==> src/rtl/core/acss_pkg.sv <==
package acss_pkg;

  // field widths
  localparam int CH_W       = 4;
  localparam int NUM_CH     = 16;
  localparam int SMP_W      = 10;
  localparam int BYTE_W     = 8;
  localparam int SMOOTH_W   = 4;
  localparam int SETTLE_W   = 8;
  localparam int CFG_DATA_W = 8;
  localparam int CFG_IDX_W  = 1;

  // smoothing numerator old*s + new, divisor s + 1
  localparam int NUM_W  = SMP_W + SMOOTH_W;
  localparam int DEN_W  = SMOOTH_W + 1;
  localparam int STEP_W = $clog2(NUM_W + 1);

  // first channel whose report byte is inverted
  localparam logic [CH_W-1:0] INVERT_FIRST = 4'd6;

  localparam logic [SMOOTH_W-1:0] SMOOTH_RESET = '0;
  localparam logic [SETTLE_W-1:0] SETTLE_RESET = 8'd10;

  // configuration register indexes
  localparam logic [CFG_IDX_W-1:0] REG_SMOOTHING = 1'b0;
  localparam logic [CFG_IDX_W-1:0] REG_SETTLE    = 1'b1;

  typedef struct packed {
    logic             conversion_done;
    logic [SMP_W-1:0] sample;
  } in_t;

  typedef struct packed {
    logic              start_conversion;
    logic              report_write;
    logic [CH_W-1:0]   report_slot;
    logic [BYTE_W-1:0] report_value;
    logic              value_changed;
    logic [CH_W-1:0]   mux_select;
  } out_t;

  typedef enum logic [2:0] {
    ST_IDLE,
    ST_LOAD,
    ST_DIVIDE,
    ST_WRITE,
    ST_FINISH
  } state_t;

  // channels 0-5 fill faders 5..0, 6-9 the pots 12..15, 10-15 faders 6..11
  function automatic logic [CH_W-1:0] slot_of(input logic [CH_W-1:0] ch);
    logic [CH_W-1:0] slot;
    if (ch < 4'd6) begin
      slot = 4'd5 - ch;
    end else if (ch > 4'd9) begin
      slot = ch - 4'd4;
    end else begin
      slot = ch + 4'd6;
    end
    return slot;
  endfunction

endpackage

==> src/rtl/core/adc_channel_scanner_smoother_top.sv <==
// Scans a 16-way analog multiplexer one polling pass per input transaction and
// returns exactly one result transaction per pass. A pass that completes a
// conversion steps through accept, operand read, 14 divider steps, a check
// that the divider has finished, memory write-back and result, paced by the
// shared restoring divider that produces one quotient bit per cycle for
// (old*s + new) / (s + 1). A pass that does not complete a conversion goes
// from accept straight to result. Either pass is lengthened while out_stall
// holds the previous result. Filtered values and report bytes sit in two
// 16-entry synchronous memories whose entries read as zero until written;
// no clearing pass is needed after reset. Write configuration only while idle.
module adc_channel_scanner_smoother_top
  import acss_pkg::*;
(
  input  logic                  clk,
  input  logic                  rst,
  input  logic                  in_valid,
  output logic                  in_stall,
  input  in_t                   in_data,
  output logic                  out_valid,
  input  logic                  out_stall,
  output out_t                  out_data,
  input  logic                  cfg_we,
  input  logic [CFG_IDX_W-1:0]  cfg_index,
  input  logic [CFG_DATA_W-1:0] cfg_data
);

  state_t state, state_next;

  logic [SMOOTH_W-1:0] smoothing;
  logic [SETTLE_W-1:0] settle_passes;
  logic [CH_W-1:0]     channel_index;
  logic [SETTLE_W-1:0] pause_count;
  logic                awaiting;
  logic [SMP_W-1:0]    smp;
  out_t                res;

  logic              in_accept;
  logic              out_load;
  logic              div_start;
  logic              div_busy;
  logic [NUM_W-1:0]  div_num;
  logic [NUM_W-1:0]  div_quo;
  logic [SMP_W-1:0]  filt_rdata;
  logic [SMP_W-1:0]  new_value;
  logic [BYTE_W-1:0] rep_rdata;
  logic [BYTE_W-1:0] rep_value;
  logic [CH_W-1:0]   slot;
  logic              mem_we;

  assign in_accept = in_valid && !in_stall;
  assign out_load  = (state == ST_FINISH) && (!out_valid || !out_stall);
  assign slot      = slot_of(channel_index);
  assign new_value = div_quo[SMP_W-1:0];
  assign rep_value = (channel_index >= INVERT_FIRST) ? ~new_value[SMP_W-1:2]
                                                     : new_value[SMP_W-1:2];

  // numerator old*s + new, registered inside the divider
  assign div_num = NUM_W'(filt_rdata * smoothing) + NUM_W'(smp);

  // filtered value per channel
  acss_ram #(
    .WIDTH(SMP_W),
    .DEPTH(NUM_CH)
  ) u_filt_ram (
    .clk  (clk),
    .rst  (rst),
    .we   (mem_we),
    .waddr(channel_index),
    .wdata(new_value),
    .raddr(channel_index),
    .rdata(filt_rdata)
  );

  // last byte written into each report slot
  acss_ram #(
    .WIDTH(BYTE_W),
    .DEPTH(NUM_CH)
  ) u_rep_ram (
    .clk  (clk),
    .rst  (rst),
    .we   (mem_we),
    .waddr(slot),
    .wdata(rep_value),
    .raddr(slot),
    .rdata(rep_rdata)
  );

  acss_divider u_div (
    .clk  (clk),
    .rst  (rst),
    .start(div_start),
    .num  (div_num),
    .den  (DEN_W'(smoothing) + 1'b1),
    .busy (div_busy),
    .quo  (div_quo)
  );

  // state register
  always_ff @(posedge clk) begin
    if (rst) begin
      state <= ST_IDLE;
    end else begin
      state <= state_next;
    end
  end

  // next state and control
  always_comb begin
    state_next = state;
    in_stall   = 1'b1;
    div_start  = 1'b0;
    mem_we     = 1'b0;
    unique case (state)
      ST_IDLE: begin
        in_stall = 1'b0;
        if (in_valid) begin
          if (awaiting && in_data.conversion_done) begin
            state_next = ST_LOAD;
          end else begin
            state_next = ST_FINISH;
          end
        end
      end
      ST_LOAD: begin
        div_start  = 1'b1;
        state_next = ST_DIVIDE;
      end
      ST_DIVIDE: begin
        if (!div_busy) begin
          state_next = ST_WRITE;
        end
      end
      ST_WRITE: begin
        mem_we     = 1'b1;
        state_next = ST_FINISH;
      end
      ST_FINISH: begin
        if (out_load) begin
          state_next = ST_IDLE;
        end
      end
      default: state_next = ST_IDLE;
    endcase
  end

  // configuration registers
  always_ff @(posedge clk) begin
    if (rst) begin
      smoothing     <= SMOOTH_RESET;
      settle_passes <= SETTLE_RESET;
    end else if (cfg_we) begin
      unique case (cfg_index)
        REG_SMOOTHING: smoothing     <= cfg_data[SMOOTH_W-1:0];
        REG_SETTLE:    settle_passes <= cfg_data[SETTLE_W-1:0];
        default: ;
      endcase
    end
  end

  // scan control: settle count, conversion request, channel advance
  always_ff @(posedge clk) begin
    if (rst) begin
      channel_index <= '0;
      pause_count   <= '0;
      awaiting      <= 1'b0;
    end else if (in_accept && !awaiting) begin
      if (pause_count < settle_passes) begin
        pause_count <= pause_count + 1'b1;
      end else begin
        awaiting <= 1'b1;
      end
    end else if (state == ST_WRITE) begin
      channel_index <= channel_index + 1'b1;
      pause_count   <= '0;
      awaiting      <= 1'b0;
    end
  end

  // pending result and captured sample
  always_ff @(posedge clk) begin
    if (in_accept) begin
      smp <= in_data.sample;
      res <= '{start_conversion: !awaiting && (pause_count >= settle_passes),
               report_write:     1'b0,
               report_slot:      '0,
               report_value:     '0,
               value_changed:    1'b0,
               mux_select:       channel_index};
    end else if (state == ST_WRITE) begin
      res <= '{start_conversion: 1'b0,
               report_write:     1'b1,
               report_slot:      slot,
               report_value:     rep_value,
               value_changed:    (rep_rdata != rep_value),
               mux_select:       CH_W'(channel_index + 1'b1)};
    end
  end

  // output register
  always_ff @(posedge clk) begin
    if (rst) begin
      out_valid <= 1'b0;
    end else if (out_load) begin
      out_valid <= 1'b1;
    end else if (!out_stall) begin
      out_valid <= 1'b0;
    end
  end

  always_ff @(posedge clk) begin
    if (out_load) begin
      out_data <= res;
    end
  end

  // divider runs only while the sequencer waits on it
  assert property (@(posedge clk) disable iff (rst)
    div_busy |-> (state == ST_DIVIDE))
    else $error("divider busy outside divide state");

  // a write-back always moves the multiplexer to the next channel
  assert property (@(posedge clk) disable iff (rst)
    (state == ST_WRITE) |=> (channel_index == $past(channel_index) + 4'd1))
    else $error("channel did not advance after write-back");

  // a requested conversion leaves the block waiting for its result
  assert property (@(posedge clk) disable iff (rst)
    (state == ST_FINISH && res.start_conversion) |-> awaiting)
    else $error("conversion requested without awaiting result");

  // a pass never both requests a conversion and writes a report slot
  assert property (@(posedge clk) disable iff (rst)
    (state == ST_FINISH) |-> !(res.start_conversion && res.report_write))
    else $error("start and report write in the same pass");

endmodule

==> src/rtl/core/acss_ram.sv <==
module acss_ram #(
  parameter int WIDTH = 8,
  parameter int DEPTH = 16
) (
  input  logic                     clk,
  input  logic                     rst,
  input  logic                     we,
  input  logic [$clog2(DEPTH)-1:0] waddr,
  input  logic [WIDTH-1:0]         wdata,
  input  logic [$clog2(DEPTH)-1:0] raddr,
  output logic [WIDTH-1:0]         rdata
);

  logic [WIDTH-1:0] mem [DEPTH];
  logic [DEPTH-1:0] valid;

  // entry storage
  always_ff @(posedge clk) begin
    if (we) begin
      mem[waddr] <= wdata;
    end
  end

  // per-entry valid bits, an entry never written reads as zero
  always_ff @(posedge clk) begin
    if (rst) begin
      valid <= '0;
    end else if (we) begin
      valid[waddr] <= 1'b1;
    end
  end

  // registered read port
  always_ff @(posedge clk) begin
    rdata <= valid[raddr] ? mem[raddr] : '0;
  end

endmodule

==> src/rtl/core/acss_divider.sv <==
module acss_divider
  import acss_pkg::*;
(
  input  logic             clk,
  input  logic             rst,
  input  logic             start,
  input  logic [NUM_W-1:0] num,
  input  logic [DEN_W-1:0] den,
  output logic             busy,
  output logic [NUM_W-1:0] quo
);

  logic [DEN_W-1:0]  rem;
  logic [DEN_W-1:0]  den_r;
  logic [STEP_W-1:0] cnt;
  logic [DEN_W:0]    shifted;
  logic [DEN_W+1:0]  diff;

  // one restoring step: bring down the next numerator bit and try a subtract
  assign shifted = {rem, quo[NUM_W-1]};
  assign diff    = {1'b0, shifted} - {2'b00, den_r};

  // control
  always_ff @(posedge clk) begin
    if (rst) begin
      busy <= 1'b0;
      cnt  <= '0;
    end else if (start) begin
      busy <= 1'b1;
      cnt  <= STEP_W'(NUM_W);
    end else if (busy) begin
      cnt <= cnt - 1'b1;
      if (cnt == STEP_W'(1)) begin
        busy <= 1'b0;
      end
    end
  end

  // datapath, quotient bits shift in where numerator bits leave
  always_ff @(posedge clk) begin
    if (start) begin
      rem   <= '0;
      quo   <= num;
      den_r <= den;
    end else if (busy) begin
      if (diff[DEN_W+1]) begin
        rem <= shifted[DEN_W-1:0];
        quo <= {quo[NUM_W-2:0], 1'b0};
      end else begin
        rem <= diff[DEN_W-1:0];
        quo <= {quo[NUM_W-2:0], 1'b1};
      end
    end
  end

endmodule
==> config.mk <==
export PLATFORM = sky130hd
export DESIGN_NAME = adc_channel_scanner_smoother_top
export DESIGN_NICKNAME = d
export VERILOG_FILES = /design/src/rtl/core/acss_pkg.sv /design/src/rtl/core/adc_channel_scanner_smoother_top.sv /design/src/rtl/core/acss_ram.sv /design/src/rtl/core/acss_divider.sv
export SDC_FILE = /design/constraint.sdc
export NUM_CORES = 1
export LEC_CHECK = 0
export BUFFER_PORTS_ARGS = -buffer_cell sky130_fd_sc_hd__buf_2
export CAP_MARGIN = 20
export CORE_MARGIN = 2
export CORE_UTILIZATION = 51
export CTS_CLUSTER_SIZE = 40
export DETAILED_ROUTE_END_ITERATION = 8
export PLACE_DENSITY_LB_ADDON = 0.25
export SKIP_CTS_REPAIR_TIMING = 1
export SYNTH_ARGS = -nofsm -noshare
export SYNTH_HDL_FRONTEND = slang
export SYNTH_HIERARCHICAL = 1
export SYNTH_SLANG_ARGS = --single-unit
==> constraint.sdc <==
create_clock -name clk -period 3.9 [get_ports clk]
set_input_delay 0.585 -clock clk [delete_from_list [all_inputs] [get_ports clk]]
set_output_delay 0.585 -clock clk [all_outputs]
set_load 0.05 [all_outputs]
==> results.cfg <==
[setup_path]
max_stage_delay_ps = 540
critPathLaunch = smoothing[2]
path_buf_inv = 5
r2r_cells = 14
crit_fanout = 7
arrival_ps = 4130
end_kind = flip-flop
rr_startpoint = smoothing[2]
r2r_slack_ps = 100
r2r_end = u_div/quo[12]
crit_type = reg2reg
crit_family = adder cells
path_cells = buf_4 > and2_1 > fa_1 > fa_1 > inv_1 > fa_1 > inv_1 > ha_1 > buf_4 > inv_1 > nor3_1 > a21oi_1 > xnor2_1 > mux2_2
worst_path_max_delay_cell = fa_1
startpoint_type = flip-flop
required_ps = 4220

[global_route]
antenna_found_initial = 0
overflow = 0
track_usage_pct = 20.8
grt_start_max_net_pins = 45
grt_pass1_vias = 10900
grt_pass1_wl_microns = 61200

[synthesis]
synth_compound_area_share_pct = 5.97
synth_xor_xnor_area_share_pct = 1.34
synth_cell_types = 69
synth-simple-area-share_pct = 8.69
ys_seq_elements = 444
synth_nets = 1385
syn_area_sq_um = 19000
muxShareOfSynthArea_pct = 10.8
synthCells = 1291
syn_area_per_cell_sq_um = 14.7
synth_warnings = 6
synth_fa_ha_area_share_pct = 5.57
synth_edf_count = 341
yosysTopAreaCell = edfxtp_1
async_reset_ff_share_pct = 0
synth_top_family_by_area = multiplexers
synth.top_cell.area_share_pct = 53.8
synth_area_leaders = edfxtp_1 54%, dfxtp_1 11%, mux4_2 9.5%
ys.flop_type = edfxtp_1
synth-seq-area-share_pct = 64.7

[timing]
finalSetupViolations = 0
finClkSkew_ps = 9.84
final_max_slew_viol_count = 0
worst_pin_slew_ps = 1030
fin_crit_ps = 3800
fin_crit_sh_pct = 97.5
final_hold_viol_count = 0
fmax_mhz = 263
relSlewSlack_pct = 31.3

[cts]
clock_latency_ps = 570
cts_tree = built
numCtsBuffers = 45
clkSinkCount = 444
cts_max_path_buffers = 3
htreeDepth = 2
cts_root_buffer = clkbuf_16
cts.clk_slew.worst_paths_ps = 60

[outcome]
status = complete, no violations

[finish]
mostFrequentLayoutCells = 341 x edfxtp_1, 128 x nor2_1, 96 x dfxtp_1, 80 x mux4_2, 77 x nand2_1
area_growth_pct = 14.1
stdcell_count = 1902
final_util_pct = 59.2
n_antenna_cell = 0
mostFrequentLayoutCell = edfxtp_1
layout.nets = 1492
drive_gt1_share_pct = 22.0

[floorplanning]
row_count = 70
fp.dieArea_sq_um = 38900
core_area_sq_um = 36700
ioPinCount = 46
die_x_microns = 197
dieHeight_microns = 197
initial_core_util_pct = 51.8

[routing]
dr.pass1.iters = 5
drt_wl_total_microns = 39100
vias = 10900
wl_per_cell_microns = 20.5
ant_nets = 0
routed_via_density = 5.72
drc = 0
first_iter_violations = 891

[power_and_ir_drop]
p_total_w = 0.00964
peakVddDrop_uv = 408
power.density_nw_per_um2 = 444
p_leak_nw = 7.82

[worst_hold_path]
holdCritStartpoint = in_data[3]
min_path_type = in2reg
hold_depth = 1
whs_endpoint = smp[3]

[placed_design]
placed_cells = 1813
port_buffers = 45
gp_congestion = 0.819
dp_hpwl_microns = 24800

[job]
cap_violations = 0
==> metrics by stage <==
step	hold slack (ps)	instance area, sq um	setup WS (ps)	TNS [ps]
final	191	21700	97.8	0
after global routing	174	21700	-31.9	-56.9
after CTS	161	21600	-116	-272
after detailed placement	407	20100	-88.4	-168
after global placement	402	20100	-46.8	-46.8
after floorplan	400	19000	6.02	0
==> layout make-up <==
class / count / area [sq um]
clock inverters: 20 / 160
well taps: 468 / 586
flip-flops and latches: 444 / 12300
inverters: 76 / 285
multi-input cells: 714 / 6260
fillers: 2817 / 15000
clock buffers: 63 / 1290
repair buffers: 117 / 796
==> state kept, by name, indices dropped and copies added (netlist names), 8 cells and up <==
name and cells:
out_data 19, pause_count 8, res 19, settle_passes 8, smp 10, u_div/quo 14, u_filt_ram/mem 160, u_filt_ram/rdata 10
u_filt_ram/valid 16, u_rep_ram/mem 128, u_rep_ram/rdata 8, u_rep_ram/valid 16
==> synth_stat cells, drive strengths merged (6+ instances only) <==
cell type / count
buf: 23
o21ai: 23
nor2b: 7
fa: 26
nand2: 79
dfxtp: 103
inv: 76
a22oi: 38
edfxtp: 341
a31oi: 7
mux2: 15
nand2b: 8
o211ai: 9
a22o: 6
a21o: 9
nor3: 20
and2: 38
xnor2: 17
a21oi: 50
nand3: 25
nor2: 130
ha: 43
mux4: 80
nand3b: 10
xor2: 12
mux2i: 8
clkbuf: 34
==> cells by family after synthesis <==
| family | count (synthesis) |
|---|---|
| flops | 444 |
| compound gates | 169 |
| fa+ha+maj | 69 |
| buf+inv | 133 |
| simple gates | 344 |
| xor+xnor | 29 |
| mux | 103 |
==> how the worst max path moves through the flow <==
stage	end	cells past startpoint	slack [ps]
after floorplan	u_div/quo[11]	13	6
after global placement	u_div/quo[11]	12	-50
after detailed placement	u_div/quo[11]	12	-90
after CTS	u_div/quo[11]	12	-120
after global routing	u_div/quo[12]	15	-30
final	u_div/quo[12]	14	100
==> metal layers <==
| layer | track usage, % | share of wire [%] | vias up |
|---|---|---|---|
| met5 | 0 | 0 | - |
| met4 | 6.68 | 2.9 | 0 |
| met3 | 3.91 | 5.5 | 73 |
| met2 | 34.1 | 49 | 292 |
| met1 | 28.3 | 43 | 5479 |
| li1 | - | - | 5032 |
==> power by group <==
group / internal (W) / total, W / switching (W)
Combinational: 0.0000959 / 0.000306 / 0.000210
Sequential: 0.00508 / 0.00512 / 0.0000336
Clock: 0.00245 / 0.00421 / 0.00177
Note: power is estimated with default switching activity, not from simulation.
